--- config.mk ---
export PLATFORM = sky130hd
export DESIGN_NAME = ascii_range_frame_parser_core_flat
export DESIGN_NICKNAME = d
export VERILOG_FILES = /design/src/hdl/arfp_pkg.sv /design/src/hdl/arfp_byte_if.sv /design/src/hdl/arfp_dist_if.sv /design/src/hdl/arfp_ctrl.sv /design/src/hdl/arfp_datapath.sv /design/src/hdl/ascii_range_frame_parser_core.sv /design/src/flat_wrapper.sv
export SDC_FILE = /design/constraint.sdc
export NUM_CORES = 1
export LEC_CHECK = 0
export BUFFER_PORTS_ARGS = -buffer_cell sky130_fd_sc_hd__buf_4
export CAP_MARGIN = 20
export CORE_MARGIN = 4
export CORE_UTILIZATION = 42
export DETAILED_ROUTE_END_ITERATION = 16
export PLACE_DENSITY_LB_ADDON = 0.25
export SYNTH_ARGS = -nofsm -noshare
export SYNTH_HDL_FRONTEND = slang
export SYNTH_HIERARCHICAL = 1
export SYNTH_SLANG_ARGS = --single-unit
--- constraint.sdc ---
create_clock -name clk -period 5.4 [get_ports clk]
set_clock_uncertainty 0.05 [all_clocks]
set_input_delay 0.27 -clock clk [delete_from_list [all_inputs] [get_ports clk]]
set_output_delay 0.27 -clock clk [all_outputs]
set_load 0.05 [all_outputs]
--- src/hdl/arfp_pkg.sv ---
package arfp_pkg;

  localparam logic [7:0]  CHAR_M   = 8'h6D;
  localparam logic [7:0]  CHAR_0   = 8'h30;
  localparam logic [7:0]  CHAR_9   = 8'h39;
  localparam logic [31:0] DIST_MAX = 32'hFFFF_FFFF;
  localparam logic [3:0]  DEC_BASE = 4'd10;

  // controller -> datapath
  typedef struct packed {
    logic load;    // take a byte into the window, start a scan
    logic shift1;  // advance scan by one slot
    logic shift2;  // skip the "mm" pair, clear the accumulator
    logic step;    // fold one digit in, advance scan
    logic commit;  // update held distance and output register
    logic found;   // pair was found for this item
  } arfp_cmd_t;

  // datapath -> controller
  typedef struct packed {
    logic search_live;  // scan slot still a legal pair start
    logic pair;         // "mm" at scan head
    logic digit_go;     // digit at scan head, inside window, not saturated
  } arfp_sts_t;

endpackage

--- src/hdl/arfp_byte_if.sv ---
interface arfp_byte_if;
  logic       valid;
  logic       ready;
  logic [7:0] rx_byte;

  modport source (output valid, output rx_byte, input ready);
  modport sink   (input valid, input rx_byte, output ready);
endinterface

--- src/hdl/arfp_dist_if.sv ---
interface arfp_dist_if;
  logic        valid;
  logic        ready;
  logic [31:0] distance_mm;
  logic        frame_found;

  modport source (output valid, output distance_mm, output frame_found, input ready);
  modport sink   (input valid, input distance_mm, input frame_found, output ready);
endinterface

--- src/hdl/arfp_ctrl.sv ---
module arfp_ctrl
  import arfp_pkg::*;
(
  input  logic      clk,
  input  logic      rst,
  input  logic      in_valid,
  output logic      in_ready,
  output logic      out_valid,
  input  logic      out_ready,
  input  arfp_sts_t sts,
  output arfp_cmd_t cmd
);

  typedef enum logic [2:0] {
    ST_IDLE,
    ST_SEARCH,
    ST_SKIP,
    ST_DIGITS,
    ST_WRITE
  } state_t;

  state_t state;
  logic   found;
  logic   out_free;

  assign out_free = !out_valid || out_ready;
  assign in_ready = (state == ST_IDLE);

  always_comb begin
    cmd        = '0;
    cmd.found  = found;
    cmd.load   = (state == ST_IDLE) && in_valid;
    cmd.shift1 = (state == ST_SEARCH) && sts.search_live && !sts.pair;
    cmd.shift2 = (state == ST_SKIP);
    cmd.step   = (state == ST_DIGITS) && sts.digit_go;
    cmd.commit = (state == ST_WRITE) && out_free;
  end

  always_ff @(posedge clk) begin
    if (rst) begin
      state     <= ST_IDLE;
      found     <= 1'b0;
      out_valid <= 1'b0;
    end else begin
      // a new result replaces the one taken in this cycle
      if ((state == ST_WRITE) && out_free) begin
        out_valid <= 1'b1;
      end else if (out_ready) begin
        out_valid <= 1'b0;
      end
      case (state)
        ST_IDLE: begin
          if (in_valid) begin
            state <= ST_SEARCH;
          end
        end
        ST_SEARCH: begin
          if (!sts.search_live) begin
            found <= 1'b0;
            state <= ST_WRITE;
          end else if (sts.pair) begin
            found <= 1'b1;
            state <= ST_SKIP;
          end
        end
        ST_SKIP: begin
          state <= ST_DIGITS;
        end
        ST_DIGITS: begin
          if (!sts.digit_go) begin
            state <= ST_WRITE;
          end
        end
        ST_WRITE: begin
          if (out_free) begin
            state <= ST_IDLE;
          end
        end
        default: begin
          state <= ST_IDLE;
        end
      endcase
    end
  end

endmodule

--- src/hdl/arfp_datapath.sv ---
module arfp_datapath
  import arfp_pkg::*;
#(
  parameter int WINDOW_LEN  = 20,
  parameter int SEARCH_SPAN = 10
) (
  input  logic        clk,
  input  logic        rst,
  input  arfp_cmd_t   cmd,
  output arfp_sts_t   sts,
  input  logic [7:0]  rx_byte,
  output logic [31:0] distance_mm,
  output logic        frame_found
);

  localparam int PW = $clog2(WINDOW_LEN + 1);

  logic [7:0]    window [WINDOW_LEN];
  logic [7:0]    scan   [WINDOW_LEN];
  logic [PW-1:0] pos;

  // digit accumulator; weight stays at or below 10^9 while not over
  logic [31:0] value;
  logic [29:0] weight;
  logic        over;
  logic        sat;
  logic [31:0] held;

  logic        head_digit;
  logic [3:0]  digit;
  logic [33:0] prod;
  logic [34:0] sum;
  logic [33:0] weight_x10;
  logic [31:0] result;
  logic [31:0] held_next;

  assign head_digit = (scan[0] >= CHAR_0) && (scan[0] <= CHAR_9);
  assign digit      = scan[0][3:0];
  assign prod       = 34'(digit) * 34'(weight);
  assign sum        = 35'(value) + 35'(prod);
  assign weight_x10 = 34'(weight) * 34'(DEC_BASE);
  assign result     = sat ? DIST_MAX : value;
  assign held_next  = cmd.found ? result : held;

  assign sts.search_live = (int'(pos) < SEARCH_SPAN) && (int'(pos) + 1 < WINDOW_LEN);
  assign sts.pair        = (scan[0] == CHAR_M) && (scan[1] == CHAR_M);
  assign sts.digit_go    = (pos < PW'(WINDOW_LEN)) && head_digit && !sat;

  // history window, newest byte at slot 0
  always_ff @(posedge clk) begin
    if (rst) begin
      for (int k = 0; k < WINDOW_LEN; k++) begin
        window[k] <= '0;
      end
    end else if (cmd.load) begin
      window[0] <= rx_byte;
      for (int k = 1; k < WINDOW_LEN; k++) begin
        window[k] <= window[k-1];
      end
    end
  end

  // scan copy: slot pos of the window always sits at scan[0]
  always_ff @(posedge clk) begin
    if (cmd.load) begin
      scan[0] <= rx_byte;
      for (int k = 1; k < WINDOW_LEN; k++) begin
        scan[k] <= window[k-1];
      end
      pos <= '0;
    end else if (cmd.shift1 || cmd.step) begin
      for (int k = 0; k < WINDOW_LEN; k++) begin
        scan[k] <= (k + 1 < WINDOW_LEN) ? scan[(k + 1) % WINDOW_LEN] : '0;
      end
      pos <= pos + PW'(1);
    end else if (cmd.shift2) begin
      for (int k = 0; k < WINDOW_LEN; k++) begin
        scan[k] <= (k + 2 < WINDOW_LEN) ? scan[(k + 2) % WINDOW_LEN] : '0;
      end
      pos <= pos + PW'(2);
    end
  end

  always_ff @(posedge clk) begin
    if (cmd.shift2) begin
      value  <= '0;
      weight <= 30'd1;
      over   <= 1'b0;
      sat    <= 1'b0;
    end else if (cmd.step) begin
      if (digit != 4'd0) begin
        if (over || (sum > 35'(DIST_MAX))) begin
          sat <= 1'b1;
        end else begin
          value <= sum[31:0];
        end
      end
      if (!over) begin
        if (weight_x10 > 34'(DIST_MAX)) begin
          over <= 1'b1;
        end else begin
          weight <= weight_x10[29:0];
        end
      end
    end
  end

  always_ff @(posedge clk) begin
    if (rst) begin
      held <= '0;
    end else if (cmd.commit) begin
      held <= held_next;
    end
  end

  always_ff @(posedge clk) begin
    if (cmd.commit) begin
      distance_mm <= held_next;
      frame_found <= cmd.found;
    end
  end

endmodule

--- src/hdl/ascii_range_frame_parser_core.sv ---
// Per byte: the controller steps the scan register through up to SEARCH_SPAN slots
// looking for "mm", skips the pair, reads the digit run behind it, then writes the result.
// The next byte is taken only after that write; a result still waiting for the sink
// stalls the write.
// Reset (rst, synchronous, active high): window cleared to zero, held distance zero,
// no result pending, controller idle.
module ascii_range_frame_parser_core
  import arfp_pkg::*;
#(
  parameter int WINDOW_LEN  = 20,
  parameter int SEARCH_SPAN = 10
) (
  input  logic       clk,
  input  logic       rst,
  arfp_byte_if.sink  rx,
  arfp_dist_if.source res
);

  // Flow: an accepted byte is shifted into the window and copied into a scan
  // register. The controller steps the scan register one slot per cycle looking
  // for "mm" at its head, skips the pair, then folds in one digit per cycle
  // (digit times weight, add, saturate check). The result goes to an output
  // register; the next byte is taken once the result is written there, even while
  // that result still waits for the sink.

  arfp_cmd_t cmd;
  arfp_sts_t sts;

  arfp_ctrl u_ctrl (
    .clk       (clk),
    .rst       (rst),
    .in_valid  (rx.valid),
    .in_ready  (rx.ready),
    .out_valid (res.valid),
    .out_ready (res.ready),
    .sts       (sts),
    .cmd       (cmd)
  );

  arfp_datapath #(
    .WINDOW_LEN  (WINDOW_LEN),
    .SEARCH_SPAN (SEARCH_SPAN)
  ) u_dp (
    .clk         (clk),
    .rst         (rst),
    .cmd         (cmd),
    .sts         (sts),
    .rx_byte     (rx.rx_byte),
    .distance_mm (res.distance_mm),
    .frame_found (res.frame_found)
  );

endmodule

--- src/flat_wrapper.sv ---
// flat-port wrapper written by rule: the top's interface ports become plain ports
module ascii_range_frame_parser_core_flat import arfp_pkg::*;
#(
  parameter int WINDOW_LEN  = 20,
  parameter int SEARCH_SPAN = 10
)
  (clk, rst, rx_valid, rx_rx_byte, rx_ready, res_valid, res_distance_mm, res_frame_found, res_ready);
  arfp_byte_if rx_i ();
  arfp_dist_if res_i ();
  input  logic clk;
  input  logic rst;
  input wire logic [$bits(rx_i.valid)-1:0] rx_valid;
  input wire logic [$bits(rx_i.rx_byte)-1:0] rx_rx_byte;
  output wire logic [$bits(rx_i.ready)-1:0] rx_ready;
  output wire logic [$bits(res_i.valid)-1:0] res_valid;
  output wire logic [$bits(res_i.distance_mm)-1:0] res_distance_mm;
  output wire logic [$bits(res_i.frame_found)-1:0] res_frame_found;
  input wire logic [$bits(res_i.ready)-1:0] res_ready;
  assign rx_i.valid = rx_valid;
  assign rx_i.rx_byte = rx_rx_byte;
  assign rx_ready = rx_i.ready;
  assign res_valid = res_i.valid;
  assign res_distance_mm = res_i.distance_mm;
  assign res_frame_found = res_i.frame_found;
  assign res_i.ready = res_ready;
  ascii_range_frame_parser_core #(.WINDOW_LEN(WINDOW_LEN), .SEARCH_SPAN(SEARCH_SPAN)) u_core (.clk(clk), .rst(rst), .rx(rx_i), .res(res_i));
endmodule
After elaboration in Yosys (flattened, before gate mapping)
Memory sizes are Yosys's and may differ from the RTL's.
Index checks and enable logic that the tools add are counted.
{"block": "classes", "mul": 2, "bitwise_logic": 63, "n_reduce_logical": 25, "add_sub_neg": 4, "n_lt_le_gt_ge": 7, "muxes": 89, "eq_ne": 11}
{"cell": "8-bit two-way mux", "n": 60}
{"cell": "32-bit two-way mux", "n": 2}
{"cell": "1-bit OR", "n": 60}
{"cell": "32-bit by 34-bit adder with 35-bit output", "n": 1}
{"cell": "35-bit by 32-bit > comparator with 1-bit output (second input constant)", "n": 1}
{"cell": "34-bit by 32-bit > comparator with 1-bit output (second input constant)", "n": 1}
{"cell": "4-bit by 30-bit multiplier with 34-bit output", "n": 1}
{"cell": "30-bit by 3-bit multiplier with 33-bit output (second input constant)", "n": 1}
{"cell": "1-bit two-way mux", "n": 19}
{"cell": "8-bit by 7-bit equality test with 1-bit output (second input constant)", "n": 2}
{"cell": "3-bit two-way mux", "n": 5}
{"cell": "3-bit one-hot mux with 5 select lines", "n": 1}
{"cell": "1-bit logical AND", "n": 10}
{"cell": "5-bit two-way mux", "n": 2}
{"cell": "3-bit AND reduction", "n": 3}
{"cell": "8-bit by 6-bit greater-or-equal comparator with 1-bit output (second input constant)", "n": 1}
{"cell": "8-bit by 6-bit <= comparator with 1-bit output (second input constant)", "n": 1}
{"cell": "2-bit != test (second input constant)", "n": 4}
{"cell": "5-bit by 1-bit adder with 6-bit output (second input constant)", "n": 1}
{"cell": "3-bit by 2-bit equality test with 1-bit output (second input constant)", "n": 2}
{"cell": "6-bit by 5-bit < comparator with 1-bit output (second input constant)", "n": 1}
{"cell": "5-bit by 1-bit adder with 5-bit output (second input constant)", "n": 1}
{"cell": "5-bit by 2-bit adder with 5-bit output (second input constant)", "n": 1}
{"cell": "5-bit by 4-bit < comparator with 1-bit output (second input constant)", "n": 1}
{"cell": "12 further kinds", "n": 19}
{"block": "word_totals", "ram_bits": 320, "n_memories": 2, "elab_cells": 214, "input_bits": 12, "regBits": 139, "output_inout_bits": 35}
{"name": "u_core.u_dp.scan", "words": 20, "word_bits": 8, "read_ports": 20, "rd_ports_with_merged_regs": 0, "wr": 20, "line_no": "arfp_datapath.sv:19", "text": "logic [7:0] scan [WINDOW_LEN];"}
{"name": "u_core.u_dp.window", "words": 20, "word_bits": 8, "read_ports": 19, "rd_ports_with_merged_regs": 0, "wr": 20, "line_no": "arfp_datapath.sv:18", "text": "logic [7:0] window [WINDOW_LEN];"}

Depth between registers and ports, before layout
An unclocked memory read counts as a cell.
{"block": "depth", "word_depth": 12, "ltp_mapped": 20, "mapped_depth_nobuf": 17}

Cells and area by module
Netlist, hierarchy kept.
{"module": "arfp_datapath", "instances": 1, "area_each_um2": 25667.1, "cells_per_inst": 2380, "seq_area_each_um2": 12381.9}
{"module": "arfp_ctrl", "instances": 1, "area_each_um2": 302.8, "cells_per_inst": 34, "seq_area_each_um2": 100.1}

Worst setup path after synthesis
No wires, ideal clock.
{"block": "synth_path", "path_type": "register -> register", "start": "register u_core.u_ctrl.state[0]", "end": "memory u_core.u_dp.scan[0][0] (enable)", "stages_incl_launch_ff": 6, "path_slack_ns": -0.603, "setup_ns": 0.520, "synth_period_minus_slack_ns": 6.003, "path_buffers": 2, "arrival_time_ns": 5.433, "required_ns": 4.830, "path_cell_list": "dfxtp_1 buf_4 nor3_1 and2_1 clkbuf_1 or3_1"}
{"element": "from (decl)", "line_no": "arfp_ctrl.sv:22", "text": "state_t state;"}
{"element": "from (signal assigned)", "line_no": "arfp_ctrl.sv:41", "text": "state <= ST_IDLE;"}
{"element": "from (signal assigned)", "line_no": "arfp_ctrl.sv:54", "text": "state <= ST_SEARCH;"}
{"element": "from (signal assigned)", "line_no": "arfp_ctrl.sv:60", "text": "state <= ST_WRITE;"}
{"element": "to (decl)", "line_no": "arfp_datapath.sv:19"}

==> flow_summary.json <==
{
  "status": "finished, final reports clean",
  "die_w_um": 257,
  "rows": 90,
  "ys_seq_area_frac": 0.481,
  "slowest_delay_ns": 0.55,
  "drt-initial-drc-count": 986,
  "vias": 17415,
  "grt_usage": 0.170,
  "synth_top_area_frac": 0.399,
  "fin_total_pwr_mw": 8.90,
  "synth_top_cell_by_area": "edfxtp_1",
  "syn_area_mm2": 0.0260,
  "cts.clk_slew.worst_paths_ns": 0.06,
  "fin_crit_sh": 0.957,
  "numPortBuffers": 46,
  "p_clk_frac": 0.392,
  "synthesis.nets": 2616,
  "vdd_drop_max_mv": 0.252,
  "crit_type": "register to register",
  "ys_ff_latch": 451,
  "p_sw_frac": 0.268,
  "die_area_mm2": 0.0659,
  "finalSetupViolCount": 0,
  "grt_pass1_vias": 17641,
  "post_drt_wl_per_cell_um": 17.4,
  "overflow": 0,
  "multi_input_area_mm2": 0.0124,
  "place_hpwl_um": 38500,
  "syn_inst": 2414,
  "critPathMaxFanout": 33,
  "antenna_found_initial": 0,
  "worstSetupEndpointType": "register",
  "arrival_ns": 5.65,
  "stdcell_area_mm2": 0.0292,
  "place_congestion": 0.895,
  "rsz0062_at_grt": "no",
  "totalWireLength_um": 56700,
  "fin_crit_ns": 5.17,
  "placed_cell_area_mm2": 0.0273,
  "final_common_cell": "edfxtp_1",
  "avgSynthCellArea_um2": 10.8,
  "register_area_mm2": 0.0125,
  "die_h_um": 257,
  "synthArstFlopShare": 0,
  "p_sw_mw": 2.39,
  "tightestPinTransition_ns": 1.02,
  "grt_max_degree": 78,
  "whs_ns": 0.437,
  "hold_violations": 0,
  "synth_ff_type": "edfxtp_1",
  "ys_top_cells_by_area": "edfxtp_1, dfxtp_1, mux2i_1",
  "cts_tree": "done",
  "drc": 0,
  "synth_cell_types": 84,
  "core_mm2": 0.0608,
  "slew_viol_final": 0,
  "ys_warn_count": 6,
  "crit_slowest_cell": "fa_1",
  "cts_root_buf": "clkbuf_16",
  "hold_class": "primary input to register",
  "intPower_mw": 6.51,
  "cts_made_buffers": 51,
  "synth-edff-count": 345,
  "avgViaCountPerCell": 5.35,
  "relSlewSlack": 0.320,
  "num-fill-cells": 5520,
  "crit_path_frequent_cell": "fa_1",
  "synthToLayoutAreaGrowth_pct": 12.3,
  "final_layout_size_suffix_gt1_frac": 0.0981,
  "pwr-share-seq": 0.475,
  "cp_cell_sequence": "buf_12, and2_1, fa_1, fa_1, inv_1, fa_1, inv_1, ha_1, a21oi_2, o21ai_1, a311o_1, a311o_1, nor2_2, mux2i_2, buf_4, nand4_4, buf_4, or3_1, o31ai_2",
  "layout_common_cells": "edfxtp_1, nor2_1, and2_1",
  "ctsLongestPathBuffers": 3,
  "fin_nets": 2635,
  "grt_pass1_wl_um": 93900,
  "fin_setup_tns_ns": 0,
  "clock_latency_ns": 0.62,
  "start_kind": "register",
  "start_util": 0.427,
  "max_freq_ghz": 0.194,
  "antenna_left": 0,
  "powerDensity_mw_per_mm2": 305,
  "maxCapViolCount": 0,
  "worstPathRequired_ns": 5.88,
  "diodes": 0,
  "clock_sinks": 451,
  "ios": 47,
  "htreeDepth": 2,
  "dr.pass1.iters": 5,
  "p_leak_nw": 11.5,
  "combPwrFrac": 0.134
}
## per-layer routing
layer	part of all wire	wire [um]	GRT usage	vias to the layer above
li1	-	-	-	8517
met5	0	0	0	-
met2	0.44	24900	0.264	270
met4	0.019	1090	0.0409	0
met3	0.035	1970	0.0265	70
met1	0.51	28700	0.253	8558
## state kept, by name, summed over array words and instances (netlist names)
| register | cells |
|---|---|
| u_core/u_ctrl/found | 1 |
| u_core/u_ctrl/out_valid | 1 |
| u_core/u_ctrl/state | 3 |
| u_core/u_dp/distance_mm | 32 |
| u_core/u_dp/frame_found | 1 |
| u_core/u_dp/held | 32 |
| u_core/u_dp/over | 1 |
| u_core/u_dp/pos | 5 |
| u_core/u_dp/sat | 1 |
| u_core/u_dp/scan | 160 |
| u_core/u_dp/value | 32 |
| u_core/u_dp/weight | 30 |
| u_core/u_dp/window | 152 |
## metrics by stage
step                      worst slack [ns]   util  std cells
after global routing                0.0133  0.480       3258
after CTS                          0.00976  0.478       3254
final                                0.234  0.480       3258
after global placement               0.129  0.448       3146
after floorplan                      0.479      -       2414
after detailed placement            0.0634  0.448       3147
## timing repair
action                     in CTS  in global routing
setup endpoints to repair       0                 33
hold endpoints to repair       17                  0
gates resized for setup         0                 10
setup buffers                   0                  3
hold buffers                   11                  0
## cell usage after synthesis, drive strengths merged (5+ instances only)
library cell  instances
mux2i               189
o21ai                64
a211oi               22
or2                   6
nand3                34
nand4                20
nor2                299
a31oi                11
xnor2                31
nor2b                14
dfxtp               106
edfxtp              345
o22a                  5
o31ai                17
or3                  11
a21o                 21
o21a                  9
o21bai                9
fa                   88
xor2                 17
nand2b                5
a22o                  9
o211ai                5
clkbuf               94
a311oi                5
a221oi                9
a21oi               264
and3                 12
ha                  102
and2                268
nor3                 11
o22ai                 5
buf                  46
inv                 147
nand2                68
## final timing paths
check,cells past startpoint,to,from,slack (ns)
min reg2reg,2,u_core/u_dp/held[14]$_SDFFE_PP0P_,u_core/u_dp/held[14]$_SDFFE_PP0P_,0.44
min,3,u_core/u_dp/window[0][0]$_SDFFCE_PN0P_,rx_rx_byte[0],0.44
max,19,u_core/u_dp/value[12]$_SDFFE_PP0P_,u_core/u_dp/scan[0][3]$_DFFE_PP_,0.23
max reg2reg,19,u_core/u_dp/value[12]$_SDFFE_PP0P_,u_core/u_dp/scan[0][3]$_DFFE_PP_,0.23
## cell type report
type / count / share of cell area
multi-input cells: 1677 / 0.426
clock buffers: 61 / 0.0468
repair buffers: 105 / 0.0344
flip-flops and latches: 451 / 0.428
clock inverters: 35 / 0.0120
well taps: 782 / 0.0336
inverters: 147 / 0.0189
## critical path: cells and delay by family (launching register included)
| family | cells | cell delay [ns] |
|---|---|---|
| fa+ha+maj | 4 | 1.87 |
| mux | 1 | 0.21 |
| flops | 1 | 0.43 |
| compound gates | 5 | 1.05 |
| simple gates | 4 | 0.80 |
| buf+inv | 5 | 0.62 |
## power by group through the flow
stage | clock network (mW) | registers (mW) | logic, mW
5_1_grt | 3.74 | 4.26 | 1.36
4_1_cts | 3.61 | 4.22 | 1.19
3_3_place_gp | 0 | 4.28 | 1.16
2_1_floorplan | 0 | 4.23 | 0.898
6_report | 3.48 | 4.22 | 1.19
3_5_place_dp | 0 | 4.29 | 1.17
## logic make-up (layout without fill, tap and decap cells)
| family | Yosys count | in the layout | synth area share |
|---|---|---|---|
| DFF | 451 | 451 | 0.481 |
| muxes | 190 | 190 | 0.0733 |
| AOI/OAI and AO/OA | 482 | 482 | 0.117 |
| xor gates and xnor gates | 48 | 48 | 0.0162 |
| buffers and inverters | 287 | 348 | 0.0443 |
| adders and majority gates | 190 | 190 | 0.117 |
| and+or+nand+nor | 766 | 767 | 0.151 |
(Power assumes the default switching activity.)
